==> config.mk <==
export PLATFORM = sky130hd
export DESIGN_NAME = line_segment_window_clipper
export DESIGN_NICKNAME = d
export VERILOG_FILES = /design/src/rtl/lswc_pkg.sv /design/src/rtl/lswc_front.sv /design/src/rtl/lswc_jobq.sv /design/src/rtl/lswc_div.sv /design/src/rtl/lswc_back.sv /design/src/rtl/lswc_outq.sv /design/src/rtl/line_segment_window_clipper.sv
export SDC_FILE = /design/constraint.sdc
export NUM_CORES = 2
export LEC_CHECK = 0
export CORE_UTILIZATION = 50
export DETAILED_ROUTE_END_ITERATION = 7
export DONT_BUFFER_PORTS = 1
export GPL_TIMING_DRIVEN = 0
export PLACE_DENSITY = 0.66
export SYNTH_ARGS = -nofsm -noshare
export SYNTH_HDL_FRONTEND = slang
export SYNTH_SLANG_ARGS = --single-unit
==> constraint.sdc <==
create_clock -name clk -period 10.5 [get_ports clk]
set_clock_uncertainty 0.2 [all_clocks]
set_input_delay 1.05 -clock clk [delete_from_list [all_inputs] [get_ports clk]]
set_output_delay 1.05 -clock clk [all_outputs]
set_load 0.05 [all_outputs]
==> src/rtl/lswc_pkg.sv <==
`default_nettype none
package lswc_pkg;

	// coordinate and arithmetic widths
	localparam int COORD_BITS = 16;
	localparam int WW         = 12;
	localparam int SW         = COORD_BITS + 2;
	localparam int DW         = COORD_BITS + 1;
	localparam int PW         = 2 * DW;
	localparam int QW         = (PW > 41) ? 41 : PW;
	localparam int AW         = QW + 2;
	localparam int EW         = (PW > 42) ? PW : 42;
	localparam int MOVE_SHIFT = 40;
	localparam int DIV_CW     = $clog2(PW + 1);

	// queue depths, powers of two
	localparam int JQ_DEPTH = 2;
	localparam int JQ_PW    = (JQ_DEPTH > 1) ? $clog2(JQ_DEPTH) : 1;
	localparam int JQ_CW    = $clog2(JQ_DEPTH + 1);
	localparam int OQ_DEPTH = 2;
	localparam int OQ_PW    = (OQ_DEPTH > 1) ? $clog2(OQ_DEPTH) : 1;
	localparam int OQ_CW    = $clog2(OQ_DEPTH + 1);

	// configuration register indexes
	localparam int CFG_IW = 2;
	localparam logic [CFG_IW-1:0] CFG_WIN_LEFT   = 2'd0;
	localparam logic [CFG_IW-1:0] CFG_WIN_RIGHT  = 2'd1;
	localparam logic [CFG_IW-1:0] CFG_WIN_TOP    = 2'd2;
	localparam logic [CFG_IW-1:0] CFG_WIN_BOTTOM = 2'd3;

	typedef struct packed {
		logic [WW-1:0] left;
		logic [WW-1:0] right;
		logic [WW-1:0] top;
		logic [WW-1:0] bottom;
	} win_t;

	typedef struct packed {
		logic signed [COORD_BITS-1:0] x1;
		logic signed [COORD_BITS-1:0] y1;
		logic signed [COORD_BITS-1:0] x2;
		logic signed [COORD_BITS-1:0] y2;
		logic [DW-1:0]                adx;
		logic [DW-1:0]                ady;
		logic                         pos;
		logic                         trivial;
	} job_t;

	typedef struct packed {
		logic [WW-1:0] from_x;
		logic [WW-1:0] from_y;
		logic [WW-1:0] to_x;
		logic [WW-1:0] to_y;
		logic          last;
	} res_t;

	typedef struct packed {
		logic [QW-1:0] q;
		logic          rnz;
	} mv_t;

	// integer part of a move saturates at 2^40
	function automatic logic [QW-1:0] sat_move(input logic [PW-1:0] q);
		logic [EW-1:0] e;
		logic [EW-1:0] lim;
		e   = EW'(q);
		lim = EW'(1) << MOVE_SHIFT;
		return (e > lim) ? QW'(lim) : QW'(e);
	endfunction

	// larger of a fractional move and an integer distance
	function automatic mv_t larger(input mv_t f, input logic [DW-1:0] t);
		mv_t r;
		r = f;
		if (!(f.q > QW'(t) || (f.q == QW'(t) && f.rnz))) begin
			r.q   = QW'(t);
			r.rnz = 1'b0;
		end
		return r;
	endfunction

	// base plus or minus move, truncated toward zero
	function automatic logic signed [AW-1:0] apply(input logic signed [AW-1:0] base,
		input logic neg, input mv_t f);
		logic signed [AW-1:0] m;
		logic signed [AW-1:0] s;
		m = $signed(AW'({1'b0, f.q}));
		s = neg ? (base - m) : (base + m);
		if (!neg && s < 0 && f.rnz) begin
			s = s + AW'(1);
		end
		if (neg && s > 0 && f.rnz) begin
			s = s - AW'(1);
		end
		return s;
	endfunction

	// low edge first, then high edge wins
	function automatic logic [WW-1:0] clamp(input logic signed [AW-1:0] v,
		input logic [WW-1:0] lo, input logic [WW-1:0] hi);
		logic signed [AW-1:0] r;
		r = v;
		if (r < $signed(AW'({1'b0, lo}))) begin
			r = $signed(AW'({1'b0, lo}));
		end
		if (r > $signed(AW'({1'b0, hi}))) begin
			r = $signed(AW'({1'b0, hi}));
		end
		return r[WW-1:0];
	endfunction

endpackage
`default_nettype wire

==> src/rtl/lswc_front.sv <==
`default_nettype none
module lswc_front (
	input  wire logic                                   clk,
	input  wire logic                                   arst_n,
	input  wire logic                                   push,
	output logic                                        full,
	input  wire logic signed [lswc_pkg::COORD_BITS-1:0] start_x,
	input  wire logic signed [lswc_pkg::COORD_BITS-1:0] start_y,
	input  wire logic signed [lswc_pkg::COORD_BITS-1:0] end_x,
	input  wire logic signed [lswc_pkg::COORD_BITS-1:0] end_y,
	input  wire lswc_pkg::win_t                         win,
	input  wire logic                                   jq_full,
	output logic                                        jq_push,
	output lswc_pkg::job_t                              jq_data
);

	logic                                   valid_s1;
	logic signed [lswc_pkg::COORD_BITS-1:0] x1_s1, y1_s1, x2_s1, y2_s1;
	logic signed [lswc_pkg::SW-1:0]         ex1, ey1, ex2, ey2, wl, wr, wt, wb, dx, dy;
	logic                                   out1, out2, beyond;

	assign full    = valid_s1 && jq_full;
	assign jq_push = valid_s1 && !jq_full;

	// input register stage
	always_ff @(posedge clk or negedge arst_n) begin
		if (!arst_n) begin
			valid_s1 <= 1'b0;
		end else if (!full) begin
			valid_s1 <= push;
		end
	end

	always_ff @(posedge clk) begin
		if (push && !full) begin
			x1_s1 <= start_x;
			y1_s1 <= start_y;
			x2_s1 <= end_x;
			y2_s1 <= end_y;
		end
	end

	// classify against the window
	always_comb begin
		ex1 = lswc_pkg::SW'(x1_s1);
		ey1 = lswc_pkg::SW'(y1_s1);
		ex2 = lswc_pkg::SW'(x2_s1);
		ey2 = lswc_pkg::SW'(y2_s1);
		wl  = $signed(lswc_pkg::SW'({1'b0, win.left}));
		wr  = $signed(lswc_pkg::SW'({1'b0, win.right}));
		wt  = $signed(lswc_pkg::SW'({1'b0, win.top}));
		wb  = $signed(lswc_pkg::SW'({1'b0, win.bottom}));
		out1 = ex1 < wl || ex1 > wr || ey1 < wt || ey1 > wb;
		out2 = ex2 < wl || ex2 > wr || ey2 < wt || ey2 > wb;
		beyond = (ex1 < wl && ex2 < wl) || (ex1 > wr && ex2 > wr) ||
			(ey1 < wt && ey2 < wt) || (ey1 > wb && ey2 > wb);
		dx = ex2 - ex1;
		dy = ey1 - ey2;
		jq_data.x1  = x1_s1;
		jq_data.y1  = y1_s1;
		jq_data.x2  = x2_s1;
		jq_data.y2  = y2_s1;
		jq_data.adx = (dx < 0) ? lswc_pkg::DW'(-dx) : lswc_pkg::DW'(dx);
		jq_data.ady = (dy < 0) ? lswc_pkg::DW'(-dy) : lswc_pkg::DW'(dy);
		jq_data.pos = (dx < 0) == (dy < 0);
		jq_data.trivial = (!out1 && !out2) || (x1_s1 == x2_s1) || (y1_s1 == y2_s1) || beyond;
	end

endmodule
`default_nettype wire

==> src/rtl/lswc_jobq.sv <==
`default_nettype none
module lswc_jobq (
	input  wire logic           clk,
	input  wire logic           arst_n,
	input  wire logic           push,
	input  wire lswc_pkg::job_t wdata,
	output logic                full,
	input  wire logic           pop,
	output lswc_pkg::job_t      rdata,
	output logic                empty
);

	lswc_pkg::job_t                mem_q [lswc_pkg::JQ_DEPTH];
	logic [lswc_pkg::JQ_PW-1:0]    wp_q, rp_q;
	logic [lswc_pkg::JQ_CW-1:0]    cnt_q;

	assign full  = cnt_q == lswc_pkg::JQ_CW'(lswc_pkg::JQ_DEPTH);
	assign empty = cnt_q == '0;
	assign rdata = mem_q[rp_q];

	// pointers and fill count
	always_ff @(posedge clk or negedge arst_n) begin
		if (!arst_n) begin
			wp_q  <= '0;
			rp_q  <= '0;
			cnt_q <= '0;
		end else begin
			if (push) begin
				wp_q <= wp_q + lswc_pkg::JQ_PW'(1);
			end
			if (pop) begin
				rp_q <= rp_q + lswc_pkg::JQ_PW'(1);
			end
			if (push && !pop) begin
				cnt_q <= cnt_q + lswc_pkg::JQ_CW'(1);
			end else if (pop && !push) begin
				cnt_q <= cnt_q - lswc_pkg::JQ_CW'(1);
			end
		end
	end

	always_ff @(posedge clk) begin
		if (push) begin
			mem_q[wp_q] <= wdata;
		end
	end

endmodule
`default_nettype wire

==> src/rtl/lswc_div.sv <==
`default_nettype none
module lswc_div (
	input  wire logic                      clk,
	input  wire logic                      arst_n,
	input  wire logic                      start,
	input  wire logic [lswc_pkg::PW-1:0]   num,
	input  wire logic [lswc_pkg::DW-1:0]   den,
	output logic                           done,
	output logic [lswc_pkg::PW-1:0]        quo,
	output logic                           rnz
);

	logic                          busy_q, done_q;
	logic [lswc_pkg::DIV_CW-1:0]   cnt_q;
	logic [lswc_pkg::DW-1:0]       rem_q, den_q;
	logic [lswc_pkg::PW-1:0]       quo_q;
	logic [lswc_pkg::DW:0]         trial, diff;
	logic                          ge;

	assign done = done_q;
	assign quo  = quo_q;
	assign rnz  = |rem_q;

	// one restoring step per cycle
	always_comb begin
		trial = {rem_q, quo_q[lswc_pkg::PW-1]};
		ge    = trial >= {1'b0, den_q};
		diff  = trial - {1'b0, den_q};
	end

	always_ff @(posedge clk or negedge arst_n) begin
		if (!arst_n) begin
			busy_q <= 1'b0;
			done_q <= 1'b0;
			cnt_q  <= '0;
		end else begin
			done_q <= 1'b0;
			if (start && !busy_q) begin
				busy_q <= 1'b1;
				cnt_q  <= lswc_pkg::DIV_CW'(lswc_pkg::PW);
			end else if (busy_q) begin
				cnt_q <= cnt_q - lswc_pkg::DIV_CW'(1);
				if (cnt_q == lswc_pkg::DIV_CW'(1)) begin
					busy_q <= 1'b0;
					done_q <= 1'b1;
				end
			end
		end
	end

	always_ff @(posedge clk) begin
		if (start && !busy_q) begin
			quo_q <= num;
			rem_q <= '0;
			den_q <= den;
		end else if (busy_q) begin
			rem_q <= ge ? diff[lswc_pkg::DW-1:0] : trial[lswc_pkg::DW-1:0];
			quo_q <= {quo_q[lswc_pkg::PW-2:0], ge};
		end
	end

endmodule
`default_nettype wire

==> src/rtl/lswc_back.sv <==
`default_nettype none
module lswc_back (
	input  wire logic           clk,
	input  wire logic           arst_n,
	input  wire lswc_pkg::win_t win,
	input  wire logic           jq_empty,
	input  wire lswc_pkg::job_t jq_data,
	output logic                jq_pop,
	input  wire logic           oq_full,
	output logic                oq_push,
	output lswc_pkg::res_t      oq_data
);

	localparam logic [2:0] ST_IDLE = 3'd0;
	localparam logic [2:0] ST_CLS  = 3'd1;
	localparam logic [2:0] ST_MUL  = 3'd2;
	localparam logic [2:0] ST_DST  = 3'd3;
	localparam logic [2:0] ST_DIV  = 3'd4;
	localparam logic [2:0] ST_PT   = 3'd5;
	localparam logic [2:0] ST_EMIT = 3'd6;
	localparam logic [2:0] ST_MAIN = 3'd7;

	localparam logic [2:0] RGN_IN     = 3'd0;
	localparam logic [2:0] RGN_CORNER = 3'd1;
	localparam logic [2:0] RGN_LEFT   = 3'd2;
	localparam logic [2:0] RGN_RIGHT  = 3'd3;
	localparam logic [2:0] RGN_BOTTOM = 3'd4;
	localparam logic [2:0] RGN_TOP    = 3'd5;

	logic [2:0]                      state_q, rgn_q, rgn_d;
	logic                            ep_q, idx_q, right_q, down_q, right_d, down_d;
	lswc_pkg::job_t                  job_q;
	logic [lswc_pkg::DW-1:0]         hx_q, hy_q, hx_d, hy_d, mul_a, mul_b, div_den;
	logic [lswc_pkg::PW-1:0]         prod_q, div_quo;
	lswc_pkg::mv_t                   m0_q, m1_q, mv, bx, by;
	logic signed [lswc_pkg::AW-1:0]  fx_q, fy_q, tx_q, ty_q, cx_q, cy_q, nx_q, ny_q;
	logic signed [lswc_pkg::AW-1:0]  px, py, wl, wr, wt, wb, nx_d, ny_d, cx_d, cy_d;
	logic                            ysel, div_start, div_done, div_rnz;

	// window and current endpoint
	always_comb begin
		wl = $signed(lswc_pkg::AW'({1'b0, win.left}));
		wr = $signed(lswc_pkg::AW'({1'b0, win.right}));
		wt = $signed(lswc_pkg::AW'({1'b0, win.top}));
		wb = $signed(lswc_pkg::AW'({1'b0, win.bottom}));
		px = ep_q ? lswc_pkg::AW'(job_q.x2) : lswc_pkg::AW'(job_q.x1);
		py = ep_q ? lswc_pkg::AW'(job_q.y2) : lswc_pkg::AW'(job_q.y1);
	end

	// region of the endpoint and its distances to the border
	always_comb begin
		rgn_d   = RGN_IN;
		right_d = px < wl;
		down_d  = py < wt;
		hx_d    = '0;
		hy_d    = '0;
		if ((px < wl || px > wr) && (py > wb || py < wt)) begin
			rgn_d = RGN_CORNER;
			if (px < wl && py > wb) begin
				right_d = 1'b1;
				down_d  = 1'b0;
			end
			hx_d = right_d ? lswc_pkg::DW'(wl - px) : lswc_pkg::DW'(px - wr);
			hy_d = down_d ? lswc_pkg::DW'(wt - py) : lswc_pkg::DW'(py - wb);
		end else if (px < wl) begin
			rgn_d = RGN_LEFT;
			hx_d  = lswc_pkg::DW'(wl - px);
		end else if (px > wr) begin
			rgn_d = RGN_RIGHT;
			hx_d  = lswc_pkg::DW'(px - wr);
		end else if (py > wb) begin
			rgn_d = RGN_BOTTOM;
			hy_d  = lswc_pkg::DW'(py - wb);
		end else if (py < wt) begin
			rgn_d = RGN_TOP;
			hy_d  = lswc_pkg::DW'(wt - py);
		end
	end

	// operand selection: move along y or along x
	always_comb begin
		ysel    = idx_q || rgn_q == RGN_BOTTOM || rgn_q == RGN_TOP;
		mul_a   = ysel ? job_q.adx : job_q.ady;
		mul_b   = ysel ? hy_q : hx_q;
		div_den = ysel ? job_q.ady : job_q.adx;
		div_start = state_q == ST_DST;
		mv.q    = lswc_pkg::sat_move(div_quo);
		mv.rnz  = div_rnz;
	end

	lswc_div u_div (
		.clk    (clk),
		.arst_n (arst_n),
		.start  (div_start),
		.num    (prod_q),
		.den    (div_den),
		.done   (div_done),
		.quo    (div_quo),
		.rnz    (div_rnz)
	);

	// entry point on the border
	always_comb begin
		by   = lswc_pkg::larger(m0_q, hy_q);
		bx   = lswc_pkg::larger(m1_q, hx_q);
		nx_d = px;
		ny_d = py;
		cx_d = px;
		cy_d = py;
		case (rgn_q)
			RGN_CORNER: begin
				nx_d = lswc_pkg::apply(px, !right_q, bx);
				ny_d = lswc_pkg::apply(py, !down_q, by);
				cx_d = right_q ? wl : wr;
				cy_d = down_q ? wt : wb;
			end
			RGN_LEFT: begin
				nx_d = wl;
				ny_d = lswc_pkg::apply(py, job_q.pos, m0_q);
				cx_d = wl;
			end
			RGN_RIGHT: begin
				nx_d = wr;
				ny_d = lswc_pkg::apply(py, !job_q.pos, m0_q);
				cx_d = wr;
			end
			RGN_BOTTOM: begin
				nx_d = lswc_pkg::apply(px, !job_q.pos, m0_q);
				ny_d = wb;
				cy_d = wb;
			end
			RGN_TOP: begin
				nx_d = lswc_pkg::apply(px, job_q.pos, m0_q);
				ny_d = wt;
				cy_d = wt;
			end
			default: begin
			end
		endcase
	end

	// job queue pop and result requests toward the output queue
	always_comb begin
		jq_pop  = state_q == ST_IDLE && !jq_empty;
		oq_push = (state_q == ST_EMIT || state_q == ST_MAIN) && !oq_full;
		if (state_q == ST_EMIT) begin
			oq_data.from_x = lswc_pkg::clamp(cx_q, win.left, win.right);
			oq_data.from_y = lswc_pkg::clamp(cy_q, win.top, win.bottom);
			oq_data.to_x   = lswc_pkg::clamp(nx_q, win.left, win.right);
			oq_data.to_y   = lswc_pkg::clamp(ny_q, win.top, win.bottom);
			oq_data.last   = 1'b0;
		end else begin
			oq_data.from_x = lswc_pkg::clamp(fx_q, win.left, win.right);
			oq_data.from_y = lswc_pkg::clamp(fy_q, win.top, win.bottom);
			oq_data.to_x   = lswc_pkg::clamp(tx_q, win.left, win.right);
			oq_data.to_y   = lswc_pkg::clamp(ty_q, win.top, win.bottom);
			oq_data.last   = 1'b1;
		end
	end

	// sequencer
	always_ff @(posedge clk or negedge arst_n) begin
		if (!arst_n) begin
			state_q <= ST_IDLE;
			ep_q    <= 1'b0;
			idx_q   <= 1'b0;
		end else begin
			case (state_q)
				ST_IDLE: begin
					if (!jq_empty) begin
						ep_q    <= 1'b0;
						state_q <= jq_data.trivial ? ST_MAIN : ST_CLS;
					end
				end
				ST_CLS: begin
					idx_q <= 1'b0;
					if (rgn_d != RGN_IN) begin
						state_q <= ST_MUL;
					end else if (!ep_q) begin
						ep_q <= 1'b1;
					end else begin
						state_q <= ST_MAIN;
					end
				end
				ST_MUL: begin
					state_q <= ST_DST;
				end
				ST_DST: begin
					state_q <= ST_DIV;
				end
				ST_DIV: begin
					if (div_done) begin
						if (rgn_q == RGN_CORNER && !idx_q) begin
							idx_q   <= 1'b1;
							state_q <= ST_MUL;
						end else begin
							state_q <= ST_PT;
						end
					end
				end
				ST_PT: begin
					state_q <= ST_EMIT;
				end
				ST_EMIT: begin
					if (!oq_full) begin
						if (!ep_q) begin
							ep_q    <= 1'b1;
							state_q <= ST_CLS;
						end else begin
							state_q <= ST_MAIN;
						end
					end
				end
				ST_MAIN: begin
					if (!oq_full) begin
						state_q <= ST_IDLE;
					end
				end
				default: begin
					state_q <= ST_IDLE;
				end
			endcase
		end
	end

	// datapath registers
	always_ff @(posedge clk) begin
		if (state_q == ST_IDLE && !jq_empty) begin
			job_q <= jq_data;
			fx_q  <= lswc_pkg::AW'(jq_data.x1);
			fy_q  <= lswc_pkg::AW'(jq_data.y1);
			tx_q  <= lswc_pkg::AW'(jq_data.x2);
			ty_q  <= lswc_pkg::AW'(jq_data.y2);
		end
		if (state_q == ST_CLS) begin
			rgn_q   <= rgn_d;
			right_q <= right_d;
			down_q  <= down_d;
			hx_q    <= hx_d;
			hy_q    <= hy_d;
		end
		if (state_q == ST_MUL) begin
			prod_q <= lswc_pkg::PW'(mul_a) * lswc_pkg::PW'(mul_b);
		end
		if (state_q == ST_DIV && div_done) begin
			if (!idx_q) begin
				m0_q <= mv;
			end else begin
				m1_q <= mv;
			end
		end
		if (state_q == ST_PT) begin
			cx_q <= cx_d;
			cy_q <= cy_d;
			nx_q <= nx_d;
			ny_q <= ny_d;
			if (!ep_q) begin
				fx_q <= nx_d;
				fy_q <= ny_d;
			end else begin
				tx_q <= nx_d;
				ty_q <= ny_d;
			end
		end
	end

endmodule
`default_nettype wire

==> src/rtl/lswc_outq.sv <==
`default_nettype none
module lswc_outq (
	input  wire logic           clk,
	input  wire logic           arst_n,
	input  wire logic           push,
	input  wire lswc_pkg::res_t wdata,
	output logic                full,
	input  wire logic           pop,
	output lswc_pkg::res_t      rdata,
	output logic                empty
);

	lswc_pkg::res_t                mem_q [lswc_pkg::OQ_DEPTH];
	logic [lswc_pkg::OQ_PW-1:0]    wp_q, rp_q;
	logic [lswc_pkg::OQ_CW-1:0]    cnt_q;
	logic                          do_pop;

	assign full   = cnt_q == lswc_pkg::OQ_CW'(lswc_pkg::OQ_DEPTH);
	assign empty  = cnt_q == '0;
	assign rdata  = mem_q[rp_q];
	assign do_pop = pop && !empty;

	// pointers and fill count
	always_ff @(posedge clk or negedge arst_n) begin
		if (!arst_n) begin
			wp_q  <= '0;
			rp_q  <= '0;
			cnt_q <= '0;
		end else begin
			if (push) begin
				wp_q <= wp_q + lswc_pkg::OQ_PW'(1);
			end
			if (do_pop) begin
				rp_q <= rp_q + lswc_pkg::OQ_PW'(1);
			end
			if (push && !do_pop) begin
				cnt_q <= cnt_q + lswc_pkg::OQ_CW'(1);
			end else if (do_pop && !push) begin
				cnt_q <= cnt_q - lswc_pkg::OQ_CW'(1);
			end
		end
	end

	always_ff @(posedge clk) begin
		if (push) begin
			mem_q[wp_q] <= wdata;
		end
	end

endmodule
`default_nettype wire

==> src/rtl/line_segment_window_clipper.sv <==
// channel   direction  handshake            payload
// line in   input      push / full          start_x start_y end_x end_y
// segment   output     empty / pop          seg_from_x seg_from_y seg_to_x seg_to_y seg_last
// config    input      cfg_valid/cfg_ready  cfg_index cfg_data
//
// a line that is inside, axis aligned or wholly beyond one edge yields one segment and needs no division
// each outside endpoint takes one division (two in a corner region) in the bit-serial
// divider, then its entry point is registered and its border segment is emitted; the
// divider sets the rate of clipped lines
// the front register and a 2-deep line queue accept new lines while the back works
// async active-low reset clears queues and control; window resets to 0..1023
`default_nettype none
module line_segment_window_clipper (
	input  wire logic                                   clk,
	input  wire logic                                   arst_n,
	input  wire logic                                   push,
	output logic                                        full,
	input  wire logic signed [lswc_pkg::COORD_BITS-1:0] start_x,
	input  wire logic signed [lswc_pkg::COORD_BITS-1:0] start_y,
	input  wire logic signed [lswc_pkg::COORD_BITS-1:0] end_x,
	input  wire logic signed [lswc_pkg::COORD_BITS-1:0] end_y,
	output logic                                        empty,
	input  wire logic                                   pop,
	output logic [lswc_pkg::WW-1:0]                     seg_from_x,
	output logic [lswc_pkg::WW-1:0]                     seg_from_y,
	output logic [lswc_pkg::WW-1:0]                     seg_to_x,
	output logic [lswc_pkg::WW-1:0]                     seg_to_y,
	output logic                                        seg_last,
	input  wire logic                                   cfg_valid,
	output logic                                        cfg_ready,
	input  wire logic [lswc_pkg::CFG_IW-1:0]            cfg_index,
	input  wire logic [lswc_pkg::WW-1:0]                cfg_data
);

	lswc_pkg::win_t win_q;
	lswc_pkg::job_t jq_wdata, jq_rdata;
	lswc_pkg::res_t oq_wdata, oq_rdata;
	logic           jq_push, jq_full, jq_pop, jq_empty, oq_push, oq_full;

	assign cfg_ready = 1'b1;

	// window registers
	always_ff @(posedge clk or negedge arst_n) begin
		if (!arst_n) begin
			win_q.left   <= lswc_pkg::WW'(0);
			win_q.right  <= lswc_pkg::WW'(1023);
			win_q.top    <= lswc_pkg::WW'(0);
			win_q.bottom <= lswc_pkg::WW'(1023);
		end else if (cfg_valid && cfg_ready) begin
			case (cfg_index)
				lswc_pkg::CFG_WIN_LEFT:   win_q.left   <= cfg_data;
				lswc_pkg::CFG_WIN_RIGHT:  win_q.right  <= cfg_data;
				lswc_pkg::CFG_WIN_TOP:    win_q.top    <= cfg_data;
				lswc_pkg::CFG_WIN_BOTTOM: win_q.bottom <= cfg_data;
				default: begin
				end
			endcase
		end
	end

	lswc_front u_front (
		.clk     (clk),
		.arst_n  (arst_n),
		.push    (push),
		.full    (full),
		.start_x (start_x),
		.start_y (start_y),
		.end_x   (end_x),
		.end_y   (end_y),
		.win     (win_q),
		.jq_full (jq_full),
		.jq_push (jq_push),
		.jq_data (jq_wdata)
	);

	lswc_jobq u_jobq (
		.clk    (clk),
		.arst_n (arst_n),
		.push   (jq_push),
		.wdata  (jq_wdata),
		.full   (jq_full),
		.pop    (jq_pop),
		.rdata  (jq_rdata),
		.empty  (jq_empty)
	);

	lswc_back u_back (
		.clk      (clk),
		.arst_n   (arst_n),
		.win      (win_q),
		.jq_empty (jq_empty),
		.jq_data  (jq_rdata),
		.jq_pop   (jq_pop),
		.oq_full  (oq_full),
		.oq_push  (oq_push),
		.oq_data  (oq_wdata)
	);

	lswc_outq u_outq (
		.clk    (clk),
		.arst_n (arst_n),
		.push   (oq_push),
		.wdata  (oq_wdata),
		.full   (oq_full),
		.pop    (pop),
		.rdata  (oq_rdata),
		.empty  (empty)
	);

	assign seg_from_x = oq_rdata.from_x;
	assign seg_from_y = oq_rdata.from_y;
	assign seg_to_x   = oq_rdata.to_x;
	assign seg_to_y   = oq_rdata.to_y;
	assign seg_last   = oq_rdata.last;

endmodule
`default_nettype wire

Word-level counts from Yosys, hierarchy flattened --
Memory sizes are Yosys's and may differ from the RTL's. Cells that the tools add are included.
Storage, ports and cells: flip-flop bits (word level) 732, latch bits 0, memory bits (writable) 298, ROM bits 0, bits of input ports 83, output and inout port bits 52, memories 2
Operators by class: add/subtract/negate cells 38, multipliers 1, divide/modulo/power cells 0, order comparisons 45, eq/ne operators 30, shift operators 0, muxes and demuxes 133, bitwise operators 1, reduce and logical (&&, ||, !) cells 101
Memories:
- u_jobq.mem_q | words 2, bits a word 100, read ports 1, clocked after Yosys merged registers in 0, write ports 1, line lswc_jobq.sv:13 | lswc_pkg::job_t mem_q [lswc_pkg::JQ_DEPTH];
- u_outq.mem_q | words 2, bits a word 49, read ports 1, clocked after Yosys merged registers in 0, write ports 1, line lswc_outq.sv:13 | lswc_pkg::res_t mem_q [lswc_pkg::OQ_DEPTH];
Operator list (count):
- 2-to-1 mux 36 bit | 54
- greater-than comparator 36 x 13 -> 1 bit | 10
- less-than comparator 36 x 13 -> 1 bit | 10
- one-hot mux 36 bit (5 select lines) | 2
- 2-to-1 mux 17 bit | 16
- adder 36 x 2 -> 36 bit, second input constant | 6
- greater-than comparator 36 x 1 -> 1 bit, second input constant | 6
- less-than comparator 36 x 1 -> 1 bit, second input constant | 6
- one-hot mux 36 bit (3 select lines) | 2
- subtractor 36 x 2 -> 36 bit, second input constant | 6
- adder 36 x 35 -> 36 bit | 4
- subtractor 36 x 35 -> 36 bit | 4
- 2-to-1 mux 12 bit | 10
- 2-to-1 mux 35 bit | 2
- equality test 34 x 17 -> 1 bit | 2
- greater-than comparator 34 x 17 -> 1 bit | 2
- 2-to-1 mux 34 bit | 2
- greater-than comparator 16 x 13 -> 1 bit | 4
- less-than comparator 16 x 13 -> 1 bit | 4
- 2-to-1 mux 49 bit | 1
- logical AND 1 bit | 46
- 2-to-1 mux 3 bit | 14
- less-than comparator 17 x 1 -> 1 bit, second input constant | 2
- multiplier 17 x 17 -> 34 bit | 1
- 39 further kinds | 133

Depth between registers and ports, before layout --
word-level depth 18, depth in mapped cells 47, depth with buffers taken out 40

Modules after synthesis --
From an unflattened synthesis, not the netlist that was laid out.
Unflattened totals: cells, all modules 10597, area, all modules 95741.8 µm²
By module, submodules not included:
- lswc_back | times used 1, cells an instance 8890, area each 71078.2 µm², seq. area each 13397.8 µm²
- lswc_jobq | times used 1, cells an instance 327, area each 7852.5 µm², seq. area each 6105.9 µm²
- lswc_front | times used 1, cells an instance 760, area each 7003.0 µm², seq. area each 1946.9 µm²
- lswc_div | times used 1, cells an instance 345, area each 3992.6 µm², seq. area each 2072.0 µm²
- lswc_outq | times used 1, cells an instance 169, area each 3977.6 µm², seq. area each 3042.9 µm²
- line_segment_window_clipper | times used 1, cells an instance 106, area each 1838.0 µm², seq. area each 1226.2 µm²

Worst setup path after synthesis --
No wires, ideal clock.
path type register to register, start point register u_back.hx_q[7] (netlist bit), end point register u_back.nx_q[0] (netlist bit), data pin, arrival time 9.587 ns, required time 10.038 ns, path slack 0.451 ns, cell stages (with the launch flop) 44, path buffers 7, period minus slack after synthesis 10.049 ns, cell sequence edfxtp_1 > inv_1 > ha_1 > a21o_1 > a21o_1 > a21oi_1 > o21ai_0 > a211o_1 > a21oi_1 > clkbuf_1 > buf_1 > buf_1 > mux2i_1 > ha_1 > nor2b_1 > nand2_1 > nor3_1 > nor3b_1 > [... 8 more ...] > o21a_1 > o21ai_0 > a21oi_1 > o221ai_1 > buf_2 > and4_1 > clkbuf_1 > and3_1 > clkbuf_1 > or4_1 > a2111oi_0 > o21ai_1 > o311a_1 > xor2_1 > nand2_1 > a221o_1 > o21ai_0 > inv_1
On the way: word-level cells in the longest chain between the ends 16, elaborated cells on any way between the ends 20, classes of those cells add/sub (4); order compare (3); eq/ne (1); mux (6); reduce/logical (6)
RTL lines:
- from (decl) | line lswc_back.sv:33 | logic [lswc_pkg::DW-1:0] hx_q, hy_q, hx_d, hy_d, mul_a, mul_b, div_den;
- from (signal assigned) | line lswc_back.sv:239 | hx_q <= hx_d;
- parallel branches: the longest is 3 deep, another holds greater-than comparator 34 x 17 -> 1 bit
- 2-to-1 mux 35 bit (*) | line lswc_pkg.sv:75 | if (!(f.q > QW'(t) || (f.q == QW'(t) && f.rnz))) begin
- subtractor 36 x 35 -> 36 bit / adder 36 x 35 -> 36 bit (equally long branches) | line lswc_pkg.sv:88 | s = neg ? (base - m) : (base + m);
- 2-to-1 mux 36 bit | line lswc_pkg.sv:88
- less-than comparator 36 x 1 -> 1 bit | line lswc_pkg.sv:89 | if (!neg && s < 0 && f.rnz) begin
- logical AND 1 bit (2 in a row) | line lswc_pkg.sv:89
- 2-to-1 mux 36 bit | line lswc_pkg.sv:89
- 2-to-1 mux 36 bit | line lswc_back.sv:110 | case (rgn_q)
- greater-than comparator 36 x 1 -> 1 bit | line lswc_pkg.sv:92 | if (neg && s > 0 && f.rnz) begin
- logical AND 1 bit (2 in a row) | line lswc_pkg.sv:92
- 2-to-1 mux 36 bit (*) | line lswc_pkg.sv:92
- one-hot mux 36 bit (5 select lines) (*) | line lswc_back.sv:110
- named net u_back.nx_d (one bit) | line lswc_back.sv:37 | logic signed [lswc_pkg::AW-1:0] px, py, wl, wr, wt, wb, nx_d, ny_d, cx_d, cy_d;
- to (signal assigned) | line lswc_back.sv:255 | nx_q <= nx_d;
- to (decl) | line lswc_back.sv:36 | logic signed [lswc_pkg::AW-1:0] fx_q, fy_q, tx_q, ty_q, cx_q, cy_q, nx_q, ny_q;
Mark *: on every way through the listed nets, which the timed path passes. The select of a mux whose other input is x is not followed. A chain may end at the register's enable or synchronous reset.

Worst setup path after layout --
start point register u_back.job_q[1] (netlist bit), end point register u_back.nx_q[35] (netlist bit), data pin
On the way: word-level cells in the longest chain between the ends 11, elaborated cells on any way between the ends 26, classes of those cells add/sub (4); order compare (4); mux (9); reduce/logical (9)
RTL lines:
- from (decl) | line lswc_back.sv:32 | lswc_pkg::job_t job_q;
- from (signal assigned) | line lswc_back.sv:229 | job_q <= jq_data;
- 2-to-1 mux 36 bit | line lswc_pkg.sv:88
- less-than comparator 36 x 1 -> 1 bit | line lswc_pkg.sv:89
- logical AND 1 bit (2 in a row) | line lswc_pkg.sv:89
- 2-to-1 mux 36 bit | line lswc_pkg.sv:89
- 2-to-1 mux 36 bit | line lswc_back.sv:110
- greater-than comparator 36 x 1 -> 1 bit | line lswc_pkg.sv:92
- logical AND 1 bit (2 in a row) | line lswc_pkg.sv:92
- 2-to-1 mux 36 bit | line lswc_pkg.sv:92
- one-hot mux 36 bit (5 select lines) (*) | line lswc_back.sv:110
- named net u_back.nx_d (one bit) | line lswc_back.sv:37
Mark *: on every way through the listed nets, which the timed path passes. The rest lies on a longest branch. The select of a mux whose other input is x is not followed.

==> results.toml <==
[worst_setup_path]
slowest_stage = "clkbuf_1"
critPathMaxStageDelay_ns = 0.93
reg2reg_from = "u_back.job_q[1]"
r2r_cells = 21
r2r_setup_slack_ns = -0.09
crit_path_start_kind = "flip-flop"
worstPathRequired_ns = 10.73
reg2reg_to = "u_back.nx_q[35]"
critPathMostFrequentCell = "buf_2"
path_class = "reg2reg"
cp-end-kind = "flip-flop"
crit_fanout = 10
critPathArrivalTime_ns = 10.82
cp_cell_sequence = "inv_1 > buf_2 > buf_2 > buf_4 > buf_2 > buf_2 > buf_2 > buf_2 > buf_2 > clkbuf_1 > clkbuf_1 > clkbuf_1 > nor3_1 > o21ba_2 > xor2_1 > o211a_1 > clkbuf_1 > clkbuf_1 > nor4b_1 > a221oi_1 > o211ai_1"

[layout]
drive_gt1_frac = 0.112
final_nets = 11800
final_util = 0.560
multi_input_area_sq_um = 63600
layout_commonest_cell = "nand2_1"
final-instance-count-excl-fill = 13300
layout.cells.most_common_list = "nand2_1 (890), ha_1 (794), nor2_1 (773)"
syn_to_final_growth_pct = 10.8
fillCellCount = 17000
seqCellArea_sq_um = 27800

[clock_network]
clk_path_buf_depth = 3
cts.clk_slew.worst_paths_ns = 0.06
root_buffer = "clkbuf_16"
tritoncts = "done"
clock-sinks = 990
clk_latency_ns = 0.82
cts_buffers = 107
h-tree-depth = 3

[synth]
synth_edf_count = 759
synth_ff_type = "edfxtp_1"
ys_warn_count = 0
async_flop_share = 0.0707
ys_ff_latch = 990
ys_types = 129
synth_nets = 11600
seq_area_frac_synth = 0.295
syn_inst = 10500
synth_area_sq_um = 94200
avgSynthCellArea_sq_um = 9.00

[grt]
use_met2 = 0.653
grt_start_max_net_pins = 73
grtUsageMet3 = 0.100
overflow = 0
antenna_found_initial = 23
met1_usage = 0.568
gr-max-usage-layer = "met2"
grt_pass1_wl_um = 600000
grtUsageTotal = 0.435
grt_pass1_vias = 84300

[floorplan]
boundaryPins = 135
die_width_um = 436
die_area_sq_um = 190000
core-area_sq_um = 186000
fp-row-count = 158
die_y_um = 436
initial_core_util = 0.506

[place]
gp_congestion = 1.05
dpl_worst_slack_ns = -3.76
port_buffers = 0
place_inst = 13000
dpl.hpwl_um = 344000

[worst_hold_path]
hold_depth = 0
worstHoldPathType = "in2reg"
min_to = "u_front.y2_s1[12]"
hp-start = "end_y[12]"

[detailed_routing]
first_iter_violations = 11500
dr.pass1.iters = 7
wl_per_cell_um = 32.2
vias_per_cell = 6.72
drc = 0
routed_wl_um = 429000
vias = 89400
ant_nets = 0

[timing]
slew_viol_final = 21
setup_ws_ns = -0.0896
fmax_mhz = 94.4
setup_viol = 13
worstMarginPinSlew_ns = 1.61
fin_crit_ns = 10.59
slew_headroom = -0.0702
finalSetupTns_ns = -0.410
hold_viol = 0
post-route-period-util = 1.01

[job]
maxCapViolations = 3

[outcome]
status = "finished, violations left"
violations = "capacitance limit, slew limit, setup timing"
[layer usage]
metal / up-vias / wire length (um)
li1: 38800 / -
met1: 43900 / 167000
met2: 5450 / 182000
met3: 1189 / 47700
met4: 16 / 31100
met5: - / 103
[worst max-delay path: cells and delay by family (launching register included)]
kind / cells / cell delay, ns
buffers and inverters: 14 / 7.10
XOR/XNOR: 1 / 0.26
AO/OA/AOI/OAI: 4 / 1.14
flip-flops: 1 / 0.57
AND/OR/NAND/NOR: 2 / 0.82
[repair_timing]
item                                    in CTS  in global routing
hold endpoints to repair                    70                  0
pin swaps                                   41                 46
gates resized for setup                    237                100
buffers inserted                            84                 46
endpoints found under the setup margin     226                221
hold buffers                                 2                  0
cloned                                       0                  2
[state kept, by name (all words and copies together), names as in the netlist, 17 cells and up]
signal,cells
u_jobq.mem_q,200
u_back.job_q,99
u_outq.mem_q,98
win_q,48
u_back.fx_q,36
u_back.fy_q,36
u_back.nx_q,36
u_back.ny_q,36
u_back.tx_q,36
u_back.ty_q,36
u_back.m0_q,35
u_back.m1_q,35
u_back.prod_q,34
u_back.u_div.quo,34
u_back.hx_q,17
u_back.hy_q,17
u_back.u_div.den_q,17
u_back.u_div.rem_q,17
[worst max-delay path by stage]
stage          depth (start not counted)       startpoint              end  slack, ns
2_1_floorplan                         43   u_back.hx_q[7]   u_back.nx_q[0]       0.45
3_3_place_gp                          24      u_back.ep_q   u_back.ny_q[6]      -4.60
3_5_place_dp                          37  u_back.m0_q[18]  u_back.ty_q[20]      -3.76
4_1_cts                               34  u_back.hy_q[15]  u_back.ny_q[29]     0.0002
5_1_grt                               36  u_back.hy_q[13]  u_back.ny_q[29]       -0.1
6_report                              21  u_back.job_q[1]  u_back.nx_q[35]      -0.09
[kinds of logic after synthesis]
kind of cell | share of synthesized area
multiplexers | 0.0739
AND/OR/NAND/NOR | 0.181
XOR/XNOR | 0.0634
other | 0.0000398
flip-flops | 0.295
adder cells (fa/ha/maj) | 0.157
AO/OA/AOI/OAI | 0.182
buffers and inverters | 0.0478
[cell usage after synthesis, drive strengths merged (274+ instances only)]
cell type,count,area share
o21ai,610,0.033
inv,717,0.029
mux2,351,0.042
clkbuf,331,0.013
xnor2,498,0.046
mux2i,293,0.031
a21oi,531,0.029
ha,802,0.11
nor3,274,0.015
edfxtp,759,0.24
nand3,283,0.015
nand2,893,0.036
nor2,782,0.031
[metrics by stage]
step,hold slack [ns],instance area (sq um)
6_report,0.120,104000
5_1_grt,0.0993,104000
4_1_cts,0.0777,103000
3_5_place_dp,0.261,97800
3_3_place_gp,0.257,97300
2_1_floorplan,0.235,94200
[cell type report]
type | instances | share of cell area
diodes | 12 | 0.000288
plain buffers | 433 | 0.0177
clock buffers | 130 | 0.0267
clock inverters | 69 | 0.00875
inverters | 723 | 0.0262
multi-input cells | 8305 | 0.609
flip-flops and latches | 990 | 0.266
well taps | 2480 | 0.0297
repair buffers | 158 | 0.0151
Power is left out: the tool's default activity adds up to more than one toggle a clock period on the data nets, which glitch-free logic cannot reach.
